`src/hw/rtl/tud_delay.sv`:
```
// tud_delay: enabled shift line that keeps side data level with a division chain.
// No dependencies.
`timescale 1ns / 1ps
module tud_delay #(
	parameter int W     = 63,
	parameter int DEPTH = 10
) (
	input  logic         clk,
	input  logic         en,
	input  logic [W-1:0] din,
	output logic [W-1:0] dout
);

	logic [W-1:0] tap_q [DEPTH];

	always_ff @(posedge clk) begin
		if (en) begin
			tap_q[0] <= din;
			for (int i = 1; i < DEPTH; i++) begin
				tap_q[i] <= tap_q[i-1];
			end
		end
	end

	assign dout = tap_q[DEPTH-1];

endmodule

```
`config.mk`:
```
export PLATFORM = sky130hd
export DESIGN_NAME = tud_delay
export DESIGN_NICKNAME = d
export VERILOG_FILES = /design/src/hw/rtl/tud_delay.sv
export SDC_FILE = /design/constraint.sdc
export NUM_CORES = 1
export LEC_CHECK = 0
export BUFFER_PORTS_ARGS = -buffer_cell sky130_fd_sc_hd__buf_2
export CAP_MARGIN = 5
export CELL_PAD_IN_SITES_DETAIL_PLACEMENT = 0
export CELL_PAD_IN_SITES_GLOBAL_PLACEMENT = 2
export CORE_UTILIZATION = 53
export DETAILED_ROUTE_END_ITERATION = 8
export MAX_ROUTING_LAYER = met4
export PLACE_DENSITY_LB_ADDON = 0.1
export RECOVER_POWER = 25
export SKIP_CTS_REPAIR_TIMING = 1
export SLEW_MARGIN = 20
export SYNTH_ARGS = -nofsm -noshare
export SYNTH_HDL_FRONTEND = slang
export SYNTH_SLANG_ARGS = --single-unit
```
`constraint.sdc`:
```
create_clock -name clk -period 0.87 [get_ports clk]
set_input_delay 0.1305 -clock clk [delete_from_list [all_inputs] [get_ports clk]]
set_output_delay 0.1305 -clock clk [all_outputs]
set_load 0.05 [all_outputs]
```
---- Word-level counts from Yosys, hierarchy flattened ----
Memories as Yosys holds them, arrays and structs flattened.
Cells that the tools add are included.
Widths: inputs -> output; s select.
operators by class
  equality and inequality tests ........... 0
  add/subtract/negate cells ............... 0
  magnitude comparators ................... 0
  multiplexer cells ....................... 2
  $mul .................................... 0
  bitwise logic cells ..................... 0
  shift operators ......................... 0
  divide/modulo/power cells ............... 0
  reductions and logical operators ........ 0
operators by type and width
  cell    count
  $mux 1  2
storage, ports and cells
  bits in latches ......................... 0
  bits of input ports ..................... 65
  memories kept ........................... 1
  register bits ........................... 0
  logic and storage cells ................. 3
  ROM bits ................................ 0
  output and inout port bits .............. 63
  RAM bits ................................ 630
memory list
  name   words  bits a word  read ports  clocked after Yosys merged registers in  write ports  RTL line  source
  tap_q  10     63           10          0                                        10           14        logic [W-1:0] tap_q [DEPTH];

---- Depth between registers and ports, before layout ----
  depth in word-level cells ............... 2
  gate-level depth with buffers ........... 0
  depth with buffers taken out ............ 0

---- Least setup slack after synthesis ----
No wires, ideal clock.
  path kind ............................... register to output
  from .................................... mem tap_q[9][0]
  to ...................................... out dout[0]
  cell stages (with the launch flop) ...... 1
  arrival time ............................ 0.601 ns
  required time ........................... 0.739 ns
  path buffers ............................ 0
  slack ................................... 0.139 ns
  cell sequence ........................... edfxtp_1
RTL lines
  what                RTL line  source
  start: declaration  14
  end: declaration    11        output logic [W-1:0] dout

==> run_results.csv <==
group,metric,value,unit
yosys,synthAdderAreaFrac,0,%
timing,maxClockFrequency,750,MHz
worst_setup_path,slowest_stage,"edfxtp_1",
global_routing,grt_pass1_vias,6705,
placed_design,port_buffers,127,
die,rows,68,
layout,num-nets-final,1016,
layout,layout_common_cells,"edfxtp_1 (630), dlygate4sd3_1 (66), buf_2 (64), buf_6 (63), clkbuf_16 (59)",
layout,multi_input_gates,0,
layout,syn_to_final_growth,24.2,%
drt,post_drt_wl_per_cell,16.0,µm
die,dieArea,36500,µm²
global_routing,top_usage_layer,"met2",
pwr,intPower,50.7,mW
worst_setup_path,cp-end-kind,"primary output",
yosys,synthSimpleGateAreaFrac,0,%
pwr,power.share.clock,39.2,%
global_routing,globalRouteOverflowTotal,0,
drt,finalWirelength,23300,µm
worst_setup_path,worst_path_largest_cell_delay,0.43,ns
die,start_util,54.4,%
clock_network,ctsLongestPathBuffers,3,
drt,drc,0,
global_routing,grt_max_degree,35,
pwr,p_leak,8.24,nW
pwr,power.switching,11.8,mW
yosys,synthCells,630,
layout,reg_top3,"tap_q x630",
timing,hold_violations,0,
worst_setup_path,crit_buf_inv,1,
drt,num_vias,6830,
timing,grt_setup_unrepaired,"yes",
worst_setup_path,crit_type,"flop to primary output",
timing,fin_skew,0.0113,ns
drt,firstDrtPassIters,4,
die,core-area,34800,µm²
pwr,switching_share,18.9,%
yosys,seq_area_frac_synth,100,%
placed_design,numPlacedInstances,1280,
yosys,yosysUniqueCellTypes,1,
worst_setup_path,path_max_fanout,1,
clock_network,cts_buffers,58,
clock_network,htreeDepth,2,
outcome,violations,"negative setup slack",
outcome,outcome,"finished with violations",
layout,final_common_cell,"edfxtp_1",
layout,instances_no_fill,1453,
yosys,yosysWarnings,0,
yosys,synth_xor_xnor_area_share,0,%
timing,setup_violations,78,
drt,routed_via_density,4.70,
clock_network,clkSinkCount,630,
pwr,ir_worst_vdd,2.28,mV
timing,slew_headroom,52.1,%
layout,multi_input_area,0,µm²
global_routing,use_met2,20.4,%
clock_network,cts_tree,"yes",
yosys,synthesis.nets,695,
clock_network,clkSlewWorstSetupHoldPaths,0.06,ns
placed_design,place.gp.congestion,0.734,
layout,drive_above_1_share,25.2,%
timing,setup_tns,-29.11,ns
drt,drt_iter0_markers,309,
pwr,comb_power_share,3.2,%
global_routing,grt_use_total,13.3,%
worst_setup_path,required,0.74,ns
layout,top_register,"tap_q",
timing,layout_setup_ws,-0.463,ns
die,ios,128,
worst_setup_path,crit_family,"flip-flops",
clock_network,cts_root_buf,"clkbuf_16",
worst_setup_path,crit_arrival,1.20,ns
pwr,seqPwrFrac,57.6,%
pwr,powerDensity,2660,nW/µm²
timing,post-route-period-util,153,%
yosys,syn-cell-area,18900,µm²
global_routing,grt_pass1_wl,35300,µm
layout,largest_reg_flops,630,
worst_setup_path,startpoint_type,"flop",
global_routing,antenna_found_initial,0,
placed_design,dpl.hpwl,13500,µm
layout,diodes,0,
yosys,synth.avg_cell_area,30.0,µm²
global_routing,use_met3,3.78,%
worst_setup_path,crit_chain,"buf_6",
timing,max_slew.worst_pin.slew,0.718,ns
die,die_x,191,µm
clock_network,insertion_delay,0.59,ns
min_path,min_path_type,"input pin to flop",
die,die_h,191,µm
timing,layout_min_cycle_time,1.33,ns
drt,detail-route-antenna-nets,0,
timing,maxSlewViolCount,0,
yosys,synth_compound_area_share,0,%
job,maxCapViolCount,0,
global_routing,grt.met1_usage,16.9,%
pwr,power,62.5,mW
yosys,synth-seq-cells,630,
yosys,synthMuxAreaShare,0,%
final timing paths:
kind,startpoint,to,slack [ns],depth (start not counted)
worst max register to register,tap_q[3][10],tap_q[4][10],0.17,0
worst min register to register,tap_q[1][7],tap_q[2][7],0.41,0
worst max-delay path,tap_q[9][16],dout[16],-0.46,1
worst min-delay path,en,tap_q[2][55],0.1,2
cell type report:
cell class            instances  area [µm²]
clock inverter               34         339
timing repair buffer        261        2140
fill                       2194       11300
sequential                  630       18900
clock buffer                 73        1530
tap                         455         569
synthesized netlist by cell type, drive strengths merged:
cell type / n / area, µm²
edfxtp: 630 / 18900
routing by layer:
layer | share of wire (%) | vias to the layer above
met5 | 0 | -
met4 | 2.7 | 0
met3 | 4.6 | 55
met2 | 50 | 135
met1 | 42 | 3397
li1 | - | 3243
kinds of logic (layout without fill, tap and decap cells):
kind of cell,after synthesis,count (layout)
flops,630,630
buf+inv,0,368
power groups by stage:
| stage | clock network [mW] | logic [mW] | registers (mW) |
|---|---|---|---|
| global placement | 0 | 1.70 | 36.5 |
| global route | 26.4 | 2.16 | 36.2 |
| finish | 24.5 | 2.02 | 36.0 |
| detailed placement | 0 | 1.77 | 36.6 |
| floorplan | 0 | 0 | 37.0 |
| CTS | 25.3 | 1.77 | 36.0 |
through the flow:
stage          hold WS (ns)  setup slack (ns)  utilization [%]  area [µm²]
2_1_floorplan         0.229             0.139                -       18900
6_report             0.0998            -0.463             67.5       23500
3_3_place_gp          0.307            -0.127             59.8       20800
5_1_grt              0.0839            -0.519             67.5       23500
3_5_place_dp          0.309            -0.146             59.8       20800
4_1_cts              -0.335            -0.548             65.2       22700
(Power assumes the default switching activity.)
